### src/design/csc_ram.sv
// csc_ram: generic single-write, single-read ram with registered read data
// no dependencies
module csc_ram #(
	parameter int WIDTH = 24,
	parameter int DEPTH = 16
) (
	input  logic                                   clk,
	input  logic                                   we,
	input  logic [(DEPTH > 1 ? $clog2(DEPTH) : 1)-1:0] waddr,
	input  logic [WIDTH-1:0]                       wdata,
	input  logic                                   re,
	input  logic [(DEPTH > 1 ? $clog2(DEPTH) : 1)-1:0] raddr,
	output logic [WIDTH-1:0]                       rdata
);

	logic [WIDTH-1:0] mem [DEPTH];

	always_ff @(posedge clk) begin
		if (we) begin
			mem[waddr] <= wdata;
		end
		if (re) begin
			rdata <= mem[raddr];
		end
	end

endmodule

### config.mk
export PLATFORM = sky130hd
export DESIGN_NAME = csc_ram
export DESIGN_NICKNAME = d
export VERILOG_FILES = /design/src/design/csc_ram.sv
export SDC_FILE = /design/constraint.sdc
export NUM_CORES = 1
export LEC_CHECK = 0
export BUFFER_PORTS_ARGS = -buffer_cell sky130_fd_sc_hd__buf_4
export CAP_MARGIN = 10
export CORE_ASPECT_RATIO = 2
export CORE_UTILIZATION = 55
export DETAILED_ROUTE_END_ITERATION = 8
export PLACE_DENSITY = 0.75
export SLEW_MARGIN = 0
export SYNTH_ARGS = -nofsm -noshare
export SYNTH_HDL_FRONTEND = slang
export SYNTH_SLANG_ARGS = --single-unit
### constraint.sdc
create_clock -name clk -period 6.3 [get_ports clk]
set_input_delay 0.63 -clock clk [delete_from_list [all_inputs] [get_ports clk]]
set_output_delay 0.63 -clock clk [all_outputs]
set_load 0.05 [all_outputs]
==> summary.md <==
| Metric | Value |
|---|---|
| Outcome | finished, final reports clean |
| Worst-Margin Slew | 1020 ps |
| ANT nets after route | 0 |
| Area growth, synth to finish | 13.3% |
| Max-cap viol count | 0 |
| H-tree depth | 2 |
| Top sig layer | met4 |
| Crit. End Element | flip-flop |
| WP data arrival | 2860 ps |
| Syn Nets | 671 |
| Slowest stage delay, CP | 740 ps |
| Max Slew Vio Count | 0 |
| Hold Vio Cnt, Final | 0 |
| Tcrit/Tclk final | 0.415 |
| # IOs | 59 |
| Hold-fix buffers, CTS | 0 |
| Synthesized flop and latch total | 408 |
| Class of the worst hold path | in -> reg |
| P_leak | 5.48 nW |
| Critical Path Start Type | primary input |
| Final setup fails | 0 |
| Routed wl met2 | 18400 um |
| Mean Syn Cell Area | 23.9 um2 |
| Wire length per cell | 29.7 um |
| Detailed-placement wirelength estimate | 15900 um |
| Setup TNS | 0 ps |
| Clk root buf | clkbuf_16 |
| Pre-CTS setup slack | 3090 ps |
| Peak supply drop | 0.260 mV |
| Setup Skew | 21.2 ps |
| Mux share of post-synthesis cell area | 0.143 |
| Post-CTS sizing | 0 |
| Synth cell types | 15 |
| Area share of and/or/nand/nor cells after synthesis | 0.0147 |
| GRT Total Usage | 0.241 |
| Total wire length | 32300 um |
| Met1 Routed Length | 11100 um |
| Vias | 6910 |
| Compound-Gate Fraction of Synth Area | 0.0238 |
| Total power draw | 5.48 mW |
| Main combinational cell family by area after synthesis | multiplexers |
| Port Buffers | 58 |
| Pin count of the biggest net entering global routing | 73 |
| CP Cell Sequence | buf_6 > buf_4 > mux4_2 > a22oi_1 > nand2_1 |
| FMAX | 0.382 GHz |
| Final WS setup | 3680 ps |
| P per Cell Area | 319 mW/mm2 |
| Core Util, Final | 0.636 |
| Crit Path Category | in -> reg |
| First-pass iteration count of the detailed router | 5 |
| CTS max path bufs | 3 |
| Layout cells sized above 1 | 0.325 |
| DRT iter0 DRCs | 656 |
| Mapped Cells | 636 |
| CTS tree | yes |
| Post-CTS Setup Inserts | 0 |
| R2r worst-path depth | 3 |
| Critical Path RT | 6550 ps |
| Final Instance Area | 0.0172 mm2 |
| Crit path max-delay cell type | buf_6 |
| Synth Area in XOR/XNOR | 0 |
| # DRC | 0 |
| Post-Syn Area | 0.0152 mm2 |
| Total grt overflow | 0 |
| Via-per-instance ratio | 6.35 |
| Starting Density | 0.562 |
| Hold Startpoint | wdata[3] |
| Metal3 WL | 1850 um |
| Placer Congestion | 0.738 |
| CP max FO | 72 |
| First-pass GRT wire length | 47800 um |
| Num rows | 85 |
| Die height | 237 um |
| Adder-Cell Fraction of Synth Area | 0 |
| CP Launch Point | raddr[0] |
| Vias in the first global route | 7512 |
| Worst Hold Depth | 1 |
| Clock Pin Slew Worst Setup and Hold Paths | 60 ps |
| Final-layout fill cell count | 1810 |
| Nets | 753 |
| Clock sink count | 408 |
| Placed Area | 0.0161 mm2 |
| Final Critical Period | 2620 ps |
| CTS buffer count | 35 |
| Initial antenna violation count | 1 |
| RSZ-0062 raised after global routing | no |
| Synth area leaders | edfxtp_1 81%, mux4_2 14%, a22oi_1 2.4%, nand2_1 0.62%, clkbuf_1 0.45% |
| Clock latency at the later pin of the worst-skew pair | 520 ps |
| Synth warn | 0 |
| Register area share after synthesis | 0.808 |
| Die boundary width | 119 um |
| Core Region | 0.0270 mm2 |
| Top cell type's share of synthesized area | 0.808 |
| RR Startpoint | mem[0][4]$_DFFE_PP_ |
| Slew margin rel. | 0.319 |
| Area leader, netlist | edfxtp_1 |
| Die footprint | 0.0283 mm2 |
[cells in the mapped netlist (all sizes together)]
master,number
nand3b,2
nor2b,2
and2,1
clkbuf,18
nand2,25
or3b,1
edfxtp,408
nand2b,2
a22oi,48
nor3,4
mux4,96
nand3,1
nor2,13
buf,15
[per-stage QoR]
stage,instances,hold WS [ps]
2_1_floorplan,636,710
3_3_place_gp,1029,719
3_5_place_dp,1029,735
4_1_cts,1087,387
5_1_grt,1088,402
6_report,1088,399
[logic make-up after synthesis]
| logic type | Yosys count |
|---|---|
| flops | 408 |
| mux | 96 |
| simple gates | 51 |
| compound gates | 48 |
| buf+inv | 33 |
[worst paths after layout]
kind,to,slack [ps]
max,rdata[12]$_DFFE_PP_,3680
min,mem[15][3]$_DFFE_PP_,400
max reg2reg,rdata[4]$_DFFE_PP_,4820
min reg2reg,rdata[11]$_DFFE_PP_,730
[registers in the layout, indices dropped and copies added, names as in the netlist]
| name | count |
|---|---|
| mem | 384 |
| rdata | 24 |
[area by class of cell]
type,count,area [um2],area share
Sequential cell,408,12300,0.713
Multi-Input combinational cell,195,2810,0.163
Clock buffer,45,956,0.0556
Timing Repair Buffer,78,589,0.0343
Tap cell,348,435,0.0253
Clock inverter,13,138,0.00801
Antenna cell,1,2.50,0.000146
[critical path: cells and delay by family]
family | cells | cell delay (ps)
simple gates | 1 | 80
compound gates | 1 | 220
mux | 1 | 580
buf+inv | 2 | 1320
[placed cells by master, fill, tap and decap left out, types with 2 or more instances in the layout]
cell type  synthesis  routed
bufinv_16          0       3
nand3b_1           2       2
clkbuf_1          18       8
nand2_1           25      25
buf_4              0      77
edfxtp_1         408     408
a22oi_1           48      48
nor2_2             0      12
clkbuf_16          0      37
clkinv_1           0       5
nor3_2             0       4
clkinv_2           0       4
nor2b_2            0       2
nand2b_1           2       2
mux4_2            96      96
[layer usage]
metal / GRT usage / up-vias
li1: - / 2872
met1: 0.284 / 3692
met2: 0.445 / 283
met3: 0.0282 / 63
met4: 0.0966 / 0
met5: 0 / -
[report_power, final]
group          leakage, nW  switching, mW  internal [mW]
sequential            3.71         0.0192           3.06
clock                0.536          0.899           1.19
combinational         1.24          0.194          0.118
total                 5.48           1.11           4.37
No activity file was read; power rests on OpenSTA's default activity.
