[config.mk]
export PLATFORM = sky130hd
export DESIGN_NAME = csc_divpipe
export DESIGN_NICKNAME = d
export VERILOG_FILES = /design/src/design/csc_divpipe.sv
export SDC_FILE = /design/constraint.sdc
export NUM_CORES = 1
export LEC_CHECK = 0
export BUFFER_PORTS_ARGS = -buffer_cell sky130_fd_sc_hd__buf_2
export CORE_UTILIZATION = 65
export DETAILED_ROUTE_END_ITERATION = 10
export GPL_ROUTABILITY_DRIVEN = 1
export GPL_TIMING_DRIVEN = 1
export PLACE_DENSITY = 0.83
export SLEW_MARGIN = 20
export SYNTH_ARGS = -nofsm -noshare
export SYNTH_HDL_FRONTEND = slang
export SYNTH_SLANG_ARGS = --single-unit
[constraint.sdc]
create_clock -name clk -period 7.55 [get_ports clk]
set_clock_uncertainty 0.05 [all_clocks]
set_input_delay 1.8875 -clock clk [delete_from_list [all_inputs] [get_ports clk]]
set_output_delay 1.8875 -clock clk [all_outputs]
set_load 0.005 [all_outputs]
[src/design/csc_divpipe.sv]
// csc_divpipe: elastic restoring divider, one quotient bit per stage
// quotient must fit QW bits; lanes share one divisor; no package use
module csc_divpipe #(
	parameter int NW    = 24,
	parameter int QW    = 8,
	parameter int LANES = 1,
	parameter int SW    = 1
) (
	input  logic          clk,
	input  logic          arst_n,
	input  logic          in_valid,
	output logic          in_ready,
	input  logic [NW-1:0] in_num [LANES],
	input  logic [NW-1:0] in_den,
	input  logic [SW-1:0] in_side,
	output logic          out_valid,
	input  logic          out_ready,
	output logic [QW-1:0] out_quo [LANES],
	output logic [NW-1:0] out_rem [LANES],
	output logic [SW-1:0] out_side
);

	logic [QW-1:0] v_q;
	logic [NW-1:0] rem_q  [QW][LANES];
	logic [QW-1:0] quo_q  [QW][LANES];
	logic [NW-1:0] den_q  [QW];
	logic [SW-1:0] side_q [QW];
	logic [QW:0]   rdy;

	assign rdy[QW] = out_ready;

	for (genvar k = 0; k < QW; k++) begin : g_stage
		localparam int B = QW - 1 - k;
		logic          vin;
		logic [NW-1:0] rin [LANES];
		logic [QW-1:0] qin [LANES];
		logic [NW-1:0] din;
		logic [SW-1:0] sin;

		if (k == 0) begin : g_first
			assign vin = in_valid;
			assign din = in_den;
			assign sin = in_side;
			for (genvar l = 0; l < LANES; l++) begin : g_l
				assign rin[l] = in_num[l];
				assign qin[l] = '0;
			end
		end else begin : g_next
			assign vin = v_q[k-1];
			assign din = den_q[k-1];
			assign sin = side_q[k-1];
			for (genvar l = 0; l < LANES; l++) begin : g_l
				assign rin[l] = rem_q[k-1][l];
				assign qin[l] = quo_q[k-1][l];
			end
		end

		assign rdy[k] = !v_q[k] || rdy[k+1];

		always_ff @(posedge clk or negedge arst_n) begin
			if (!arst_n) begin
				v_q[k] <= 1'b0;
			end else if (rdy[k]) begin
				v_q[k] <= vin;
			end
		end

		always_ff @(posedge clk) begin
			if (rdy[k] && vin) begin
				den_q[k]  <= din;
				side_q[k] <= sin;
				for (int l = 0; l < LANES; l++) begin
					if ((rin[l] >> B) >= din) begin
						rem_q[k][l] <= rin[l] - (din << B);
						quo_q[k][l] <= qin[l] | (QW'(1) << B);
					end else begin
						rem_q[k][l] <= rin[l];
						quo_q[k][l] <= qin[l];
					end
				end
			end
		end
	end

	assign in_ready  = rdy[0];
	assign out_valid = v_q[QW-1];
	assign out_side  = side_q[QW-1];
	for (genvar l = 0; l < LANES; l++) begin : g_out
		assign out_quo[l] = quo_q[QW-1][l];
		assign out_rem[l] = rem_q[QW-1][l];
	end

endmodule

==> metrics.txt, run 1 <==
run status=completed; number of distinct library cells after synthesis=83; H-tree depth=2; worst endpoint required time=5610 ps; Fin. Hold Viols=0; clock insertion delay at the later pin of the skew report=560 ps; count of flip-flops with a built-in enable after synthesis=404; total standard cell area after synthesis=23,210 µm²; count of hold-fix buffers inserted at cts=0; post-synthesis sequential element count=a little over 400; maximum count of clock buffers along a single path=3; overall die area=36,470 µm²; reg-to-reg slack, setup=3490 ps; Sw Ratio=0.3703; GRT Overall Usage=0.2694; worst hold margin=between 300 and 400 ps; number of buffers inserted by post-CTS setup repair=0; placed instance area=24,130 µm²; Synth async-reset ratio=0.01942; count of routing violations after the opening detailed-route iteration=1,011; fin area=25,450 µm²; NetSw=4.071 mW; FF-to-FF End=rem_q[0][95]; remaining global-route overflow=0; Die X=191.0 µm; number of violations of the max-capacitance limit=0; final WL=47,740 µm; Std-Cell Rows=68; crit end category=output pin; internal power of the cells=around 6.9 mW; CP max FO=5; synth warn=0; number of vias per cell=6.021; Register-to-Register Path Depth=10; pwr dens=432.0 nW/µm²; slew at the pin closest to its max-slew limit=1011 ps; clock transition at the registers of the reported paths=60 ps; fraction of layout cells with a size suffix above 1=0.1142; sum of net half-perimeters after detailed placement=36,100 µm; post-synthesis sequential area ratio=0.5313; R2R Path Start=rem_q[0][62]; First-pass DRT Iterations=6; Post-Syn Instances=2,026; height of the chip=191.0 µm; Fin Setup TNS=0 ps; clock group share of total power=0.184; CTS Sinks=just over 400; number of buffer cells added on primary ports=87; Post-Synthesis Net Count=2,251; data arrival time of the worst path=2910 ps; category of the critical setup timing path=in2out; register share of total power=0.356; Combinational Power Share=0.460; vias in the first global route=16,070; layout overhead on the synthesized area=9.654%; detail-routed net length per standard cell=18.23 µm; count of boundary I/O pins=88; commonest non-fill, non-tap cell in the layout=edfxtp_1; post-layout min period=a little under 5000 ps; top achievable clock speed=0.2065 GHz; maximum number of pins on one net before global-route repair=56; Residual DRC=0; total number of vias=15,770; initial core utilization=0.6670; most common flop cell mapped by yosys=edfxtp_1; unrepaired setup endpoints after global routing=no; peak supply drop=0.0003599 V; initial antenna violation count=0; Static Leak=10.58 nW; Period Utilization, post-route=0.6414; HP Class=reg2reg; max-slew violation count=0; Clock Root Buffer=clkbuf_16; post-detailed-route count of antenna-violating nets=0; wire length of the first global-routing pass=77,460 µm; WHS Path Cells=0; leading cell types in the layout, fill and taps excluded=edfxtp_1 (404), inv_1 (209), a21oi_1 (169), ha_1 (164), nor2_1 (148); tightest slew margin relative to the limit=0.3247; number of nets in the finished design=2,359; gpl congestion=between 0.9 and 1; critical path launch point=out_ready; endpoint of the most critical setup path=in_ready; crit start category=primary input; Syn Area/Cell=between 10 and 15 µm²; CTS tree=built; total core area=around 35,000 µm²; final-report setup violation count=0; clock buffers created by TritonCTS=42; Resized cells post-CTS=0
-- kinds of logic after synthesis --
group / Yosys count / share of synthesized area
buffers and inverters: 250 / 0.04237
AND/OR/NAND/NOR: 478 / 0.09924
adder cells (fa/ha/maj): 172 / 0.09530
XOR/XNOR: 115 / 0.04339
flip-flops: 412 / 0.5313
AO/OA/AOI/OAI: 508 / 0.1419
multiplexers: 91 / 0.04647
-- worst min path at each step --
stage                       startpoint           end
after detailed placement  quo_q[0][29]   quo_q[1][5]
after global placement    rem_q[0][49]  rem_q[0][73]
after floorplan            quo_q[0][7]  quo_q[0][15]
after global routing       quo_q[1][6]  quo_q[1][14]
after CTS                 side_q[0][2]  side_q[0][3]
final                     quo_q[1][19]  quo_q[1][27]
-- power groups by stage --
stage / clock (mW) / combinational, mW / sequential [mW]
after floorplan: 0 / 3.93 / 3.82
final: 2.02 / 5.06 / 3.91
after global placement: 0 / 4.80 / 3.92
after detailed placement: 0 / 4.97 / 3.94
after CTS: 2.04 / 5.03 / 3.91
after global routing: 2.13 / 5.60 / 3.98
-- cells in the mapped netlist (14+ instances only) --
master    number  share of area
inv_1        212          0.034
mux2_2        36          0.017
nand3_1       32         0.0069
o21ai_1       14         0.0030
and2_1        16         0.0043
buf_2         17         0.0037
edfxtp_1     404           0.52
xor2_1        41          0.015
nor2_1       148          0.024
a21o_1        67          0.022
a211oi_1      22         0.0071
nand4_1       25         0.0067
mux2_1        26          0.013
o21ai_0       72          0.016
ha_1         164          0.088
mux2_4        18          0.012
nor3_1        36         0.0078
o21a_1        32          0.010
xnor2_1       74          0.028
nand2_1      113          0.018
a21oi_1      169          0.036
nand2b_1      27         0.0073
nor2b_1       24         0.0065
-- per-stage QoR --
step / util / power [mW] / cells / setup WS (ps)
after detailed placement: 0.6934 / 8.914 / 2545 / 2517
after CTS: 0.7313 / 10.98 / 2618 / 2726
after floorplan: - / 7.748 / 2026 / 2753
final: 0.7314 / 11.00 / 2619 / 2707
after global placement: 0.6934 / 8.725 / 2545 / 2592
after global routing: 0.7313 / 11.71 / 2618 / 2584
-- flip-flops by register name (all words and copies together) (netlist names) --
signal       flops
out_valid        1
rem_q          192
quo_q           36
den_q          168
side_q           8
g_stage.vin      7
-- metal layers --
layer | vias up | wire, µm | GRT usage
met5 | - | 0 | 0
met4 | 0 | 2158 | 0.1289
met3 | 132 | 1763 | 0.03176
met2 | 465 | 25630 | 0.5231
met1 | 7507 | 18180 | 0.2851
li1 | 7666 | - | -
-- layout make-up --
cell class	instances	area [µm²]
multi-input cells	1364	9901
fillers	2328	9346
diodes	1	2.502
clock inverters	19	191.4
well taps	455	569.3
flip-flops and latches	412	12330
inverters	216	810.8
clock buffers	54	1127
repair buffers	98	518.0
-- worst max-delay path, stage by stage --
cell and delay (ps):
buf_2 100, nand4b_1 280, nor2_1 280, nand4_1 190, buf_2 170
(Power assumes the default switching activity.)
==> run 2: changes to the inputs <==
- CORE_UTILIZATION: 65 -> 63
- PLACE_DENSITY: 0.83 -> 0.81
- clock period: 7.55 -> 4.87 ns (I/O delays scaled with it)
==> metrics.txt, run 2 (same netlist as run 1, synthesis figures left out) <==
H-tree depth=2 (unchanged); smallest setup slack after layout=909.6 ps (-1798 ps); GRT Overall Usage=0.2628 (-0.006630); max incr delay on CP=540 ps (+260 ps); number of filler cells placed in the layout=2,440 (+4.8%); dpl ws=716.6 ps (-1801 ps); unrepaired setup endpoints after global routing=no; tightest slew margin relative to the limit=0.3198 (-0.004849); slew at the pin closest to its max-slew limit=1020 ps (+8.747 ps); number of flip-flops under the largest register name=192 (unchanged); worst path bufs/invs=1 (-1); sum of net half-perimeters after detailed placement=37,010 µm (+2.5%); fraction of layout cells with a size suffix above 1=0.1169 (+0.002750); maximum count of clock buffers along a single path=3 (unchanged); gpl congestion=0.9254 (-1.4%); category of the critical setup timing path=reg2reg; final design utilization=0.7105 (-0.02088); commonest non-fill, non-tap cell in the layout=edfxtp_1; First-pass DRT Iterations=5 (-1); layout overhead on the synthesized area=9.940%; Resized cells post-CTS=0 (unchanged); cell class contributing the biggest share of worst-path delay=compound AO/OA/AOI/OAI gates; Residual DRC=0 (unchanged); number of violations of the max-capacitance limit=0 (unchanged); worst endpoint required time=5130 ps (-480 ps); fin area=25,520 µm² (+0.26%); total number of vias=15,710 (-0.39%); wire length of the first global-routing pass=78,030 µm (+0.74%); HP Class=reg2reg; CTS tree=built; data arrival time of the worst path=4220 ps (+1310 ps); run status=completed; clock buffers created by TritonCTS=43 (+2.4%); vias in the first global route=15,840 (-1.4%); Fin. Hold Viols=0 (unchanged); count of routing violations after the opening detailed-route iteration=672 (-34%); initial antenna violation count=0 (unchanged); crit start category=register; reg-to-reg slack, setup=910 ps (-2580 ps); placed instance area=24,180 µm² (+0.22%); Die X=193.9 µm (+1.6%); register with the most flip-flops=rem_q; cell chain of the critical path=ha_1 -> a21o_1 -> a21o_1 -> a311o_1 -> nor4_1 -> o31a_1 -> o21a_1 -> inv_2 -> mux2_1; detail-routed net length per standard cell=18.38 µm (+0.84%); largest registers ranked by flip-flop count=rem_q x192, den_q x168, quo_q x36; final WL=48,390 µm (+1.4%); Std-Cell Rows=69 (+1.5%); total core area=35,910 µm² (+3.2%); maximum number of pins on one net before global-route repair=58 (+3.6%); clock insertion delay at the later pin of the skew report=560 ps (about the same); post-layout min period=3960 ps; pwr dens=668.0 nW/µm² (+55%); Period Utilization, post-route=0.8132; final-report setup violation count=0 (unchanged); overall die area=37,610 µm² (+3.1%); Static Leak=10.60 nW (+0.17%); max-slew violation count=0 (unchanged); number of antenna repair diodes=0 (-1); clock transition at the registers of the reported paths=60 ps (about the same); worst hold margin=364.2 ps (-3.212 ps); post-detailed-route count of antenna-violating nets=0 (unchanged); CTS Sinks=412 (unchanged); initial core utilization=0.6463 (-0.02073); slowest library cell on the worst path=o21a_1; peak supply drop=0.0003244 V (-9.8%); leading cell types in the layout, fill and taps excluded=edfxtp_1 (404), inv_1 (209), a21oi_1 (169), ha_1 (164), nor2_1 (148); number of buffers inserted by post-CTS setup repair=0 (unchanged); top achievable clock speed=0.2525 GHz; number of buffer cells added on primary ports=87 (unchanged); height of the chip=193.9 µm (+1.6%); Clock Root Buffer=clkbuf_16; number of vias per cell=5.966 (-0.92%); Critical Path Most Common Cell=a21o_1; crit end category=register; count of boundary I/O pins=88 (unchanged); Fin Setup TNS=0 ps (unchanged); remaining global-route overflow=0 (unchanged); number of nets in the finished design=2,366 (+0.30%); CP max FO=19 (+14); count of hold-fix buffers inserted at cts=0 (unchanged)
## run 2: worst paths after layout
check                                  start        endpoint  cells after the start
worst max register to register  rem_q[0][15]    rem_q[0][33]                      9
max in group asynchronous             arst_n  g_stage[7].vin                      1
worst max-delay path            rem_q[0][15]    rem_q[0][33]                      9
worst min-delay path            quo_q[1][14]    quo_q[1][22]                      0
worst min register to register  quo_q[1][14]    quo_q[1][22]                      0
min in group asynchronous             arst_n  g_stage[2].vin                      1
## run 2: layer usage
layer  track usage  up-vias  wire length [µm]
met5             0        -                 0
met4        0.1570        0              2635
met3       0.03253      146              1580
met2        0.5019      428             25890
met1        0.2746     7447             18280
li1              -     7688                 -
## run 2: where the power goes
group	total (mW)	internal (mW)	switching, mW
combinational	7.86	3.40	4.46
clock	3.14	1.84	1.30
sequential	6.04	5.52	0.521
total	17.0	10.8	6.28
## run 2: final cells by class
class                   count  area [µm²]  area share
flip-flops and latches    412       12330      0.4833
repair buffers            104       563.0     0.02206
multi-input cells        1364        9902      0.3880
clock inverters            19       203.9    0.007992
inverters                 216       812.0     0.03182
well taps                 461       576.8     0.02260
clock buffers              57        1129     0.04423
## run 2: stage by stage
step	cells	total power [mW]
global placement	2557	13.61
CTS	2633	17.06
floorplan	2026	12.01
finish	2633	17.05
detailed placement	2557	13.84
global route	2633	18.20
## run 2: worst reg2reg max path: cells and delay by family (launching register included)
kind / cells / cell delay (ps)
buffers and inverters: 1 / 350
flip-flops: 1 / 400
multiplexers: 1 / 390
AO/OA/AOI/OAI: 5 / 1600
AND/OR/NAND/NOR: 1 / 530
adder cells (fa/ha/maj): 1 / 400
==> run 3: changes to the inputs <==
- CORE_UTILIZATION: 63 -> 57
- PLACE_DENSITY: 0.81 -> 0.77
- clock period: 4.87 -> 3.24 ns (I/O delays scaled with it)
==> metrics.txt, run 3 (same netlist as run 1, synthesis figures left out) <==
count of hold-fix buffers inserted at cts=0 (unchanged); height of the chip=203.8 µm (+5.1%); dpl ws=-332.3 ps (-1049 ps); vias in the first global route=16,420 (+3.7%); commonest non-fill, non-tap cell in the layout=edfxtp_1; largest registers ranked by flip-flop count=rem_q x192, den_q x168, quo_q x36; wire length of the first global-routing pass=78,520 µm (+0.63%); worst path bufs/invs=1 (unchanged); HP Class=in2async; final design utilization=0.6704 (-0.04017); clock insertion delay at the later pin of the skew report=560 ps (about the same); Residual DRC=0 (unchanged); crit start category=register; number of violations of the max-capacitance limit=0 (unchanged); internal power of the cells=17.25 mW (+60%); number of flip-flops under the largest register name=192 (unchanged); First-pass DRT Iterations=5 (unchanged); GRT Overall Usage=0.2404 (-0.02240); top achievable clock speed=0.3110 GHz (+23%); number of antenna repair diodes=0 (unchanged); register share of total power=0.335 (-0.019); initial core utilization=0.5815 (-0.06477); overall die area=41,530 µm² (+10%); peak supply drop=0.0004483 V (+38%); initial antenna violation count=0 (unchanged); Period Utilization, post-route=0.9924 (+0.1792); cell class contributing the biggest share of worst-path delay=compound AO/OA/AOI/OAI gates; clock group share of total power=0.188 (+0.004); total core area=39,910 µm² (+11%); slowest library cell on the worst path=edfxtp_1; H-tree depth=2 (unchanged); Clock Root Buffer=clkbuf_16; total number of vias=15,910 (+1.3%); post-detailed-route count of antenna-violating nets=0 (unchanged); Combinational Power Share=0.477 (+0.016); layout overhead on the synthesized area=15.28%; NetSw=9.852 mW (+57%); crit end category=register; max incr delay on CP=420 ps (-120 ps); post-layout min period=3215 ps (-745.0 ps); gpl congestion=0.9340 (+0.93%); detail-routed net length per standard cell=17.53 µm (-4.6%); tightest slew margin relative to the limit=0.5484 (+0.2286); number of buffer cells added on primary ports=87 (unchanged); sum of net half-perimeters after detailed placement=37,850 µm (+2.3%); Die X=203.8 µm (+5.1%); placed instance area=25,100 µm² (+3.8%); maximum number of pins on one net before global-route repair=57 (-1.7%); CTS Sinks=412 (unchanged); final WL=49,130 µm (+1.5%); register with the most flip-flops=rem_q; slew at the pin closest to its max-slew limit=677.4 ps (-342.8 ps); count of boundary I/O pins=88 (unchanged); final-report setup violation count=0 (unchanged); worst endpoint required time=3490 ps (-1640 ps); smallest setup slack after layout=24.63 ps (-885.0 ps); data arrival time of the worst path=3470 ps (-750 ps); count of routing violations after the opening detailed-route iteration=980 (+46%); leading cell types in the layout, fill and taps excluded=edfxtp_1 (404), inv_1 (209), ha_1 (163), a21oi_1 (162), nor2_1 (148); Static Leak=11.23 nW (+5.9%); number of filler cells placed in the layout=2,903 (+19%); number of nets in the finished design=2,471 (+4.4%); CP max FO=22 (+3); clock transition at the registers of the reported paths=60 ps (about the same); CTS tree=built; number of vias per cell=5.679 (-4.8%); Std-Cell Rows=73 (+5.8%); Sw Ratio=0.3636 (-0.005066); category of the critical setup timing path=reg2reg; cell chain of the critical path=ha_1 -> fa_1 -> nor2b_1 -> o21ai_1 -> a21boi_2 -> o21a_2 -> a2111oi_4 -> a21oi_1 -> a31o_2 -> buf_12 -> mux2_1; pwr dens=1013 nW/µm² (+52%); fin area=26,760 µm² (+4.9%); Fin. Hold Viols=0 (unchanged); max-slew violation count=0 (unchanged); clock buffers created by TritonCTS=44 (+2.3%); maximum count of clock buffers along a single path=3 (unchanged); reg-to-reg slack, setup=20 ps (-890 ps); fraction of layout cells with a size suffix above 1=0.1704 (+0.05346); remaining global-route overflow=0 (unchanged); run status=completed
==> run 3: power by group through the flow <==
stage	clock (mW)	sequential (mW)	combinational, mW
6_report	5.10	9.09	12.9
5_1_grt	5.41	9.26	14.3
4_1_cts	5.22	9.09	12.6
3_5_place_dp	0	9.18	12.4
3_3_place_gp	0	9.14	12.1
2_1_floorplan	0	8.89	9.16
==> run 3: layer usage <==
layer | global-route usage | up-vias | share of wire
li1 | - | 7916 | -
met1 | 0.2381 | 7461 | 0.37
met2 | 0.4611 | 366 | 0.53
met3 | 0.03084 | 169 | 0.030
met4 | 0.1643 | 0 | 0.066
met5 | 0 | - | 0
==> run 3: timing repair <==
item                                    CTS  global route
gates resized for setup                   6            24
pin swaps                                 1             9
setup buffers                             1             3
hold endpoints to repair                  0             0
endpoints found under the setup margin   51            72
gates cloned                              1             0
==> run 3: worst paths after layout <==
| kind | start | endpoint | depth (start not counted) |
|---|---|---|---|
| worst max-delay path | den_q[3][0] | rem_q[1][5] | 11 |
| worst min-delay path | arst_n | g_stage[4].vin | 1 |
| worst max register to register | den_q[3][0] | rem_q[1][5] | 11 |
| worst min register to register | quo_q[0][14] | quo_q[0][22] | 0 |
| max in group asynchronous | arst_n | g_stage[7].vin | 1 |
| min in group clk | quo_q[0][14] | quo_q[0][22] | 0 |
==> run 3: layout make-up <==
class                   instances  area (µm²)  area share
multi-input cells            1365       10080      0.3766
repair buffers                207        1411     0.05275
inverters                     216       817.0     0.03054
well taps                     525       656.9     0.02455
clock inverters                24       296.5     0.01108
clock buffers                  53        1166     0.04358
flip-flops and latches        412       12330      0.4609
==> run 3: metrics by stage <==
step | hold slack, ps | instances | power, mW | TNS, ps
global placement | 350.6 | 2720 | 21.23 | -6197
detailed placement | 354.5 | 2720 | 21.61 | -9642
global route | 32.56 | 2802 | 28.92 | -0.1563
floorplan | 350.3 | 2026 | 18.05 | -14.95
CTS | 14.94 | 2799 | 26.93 | 0
finish | 39.60 | 2802 | 27.10 | 0
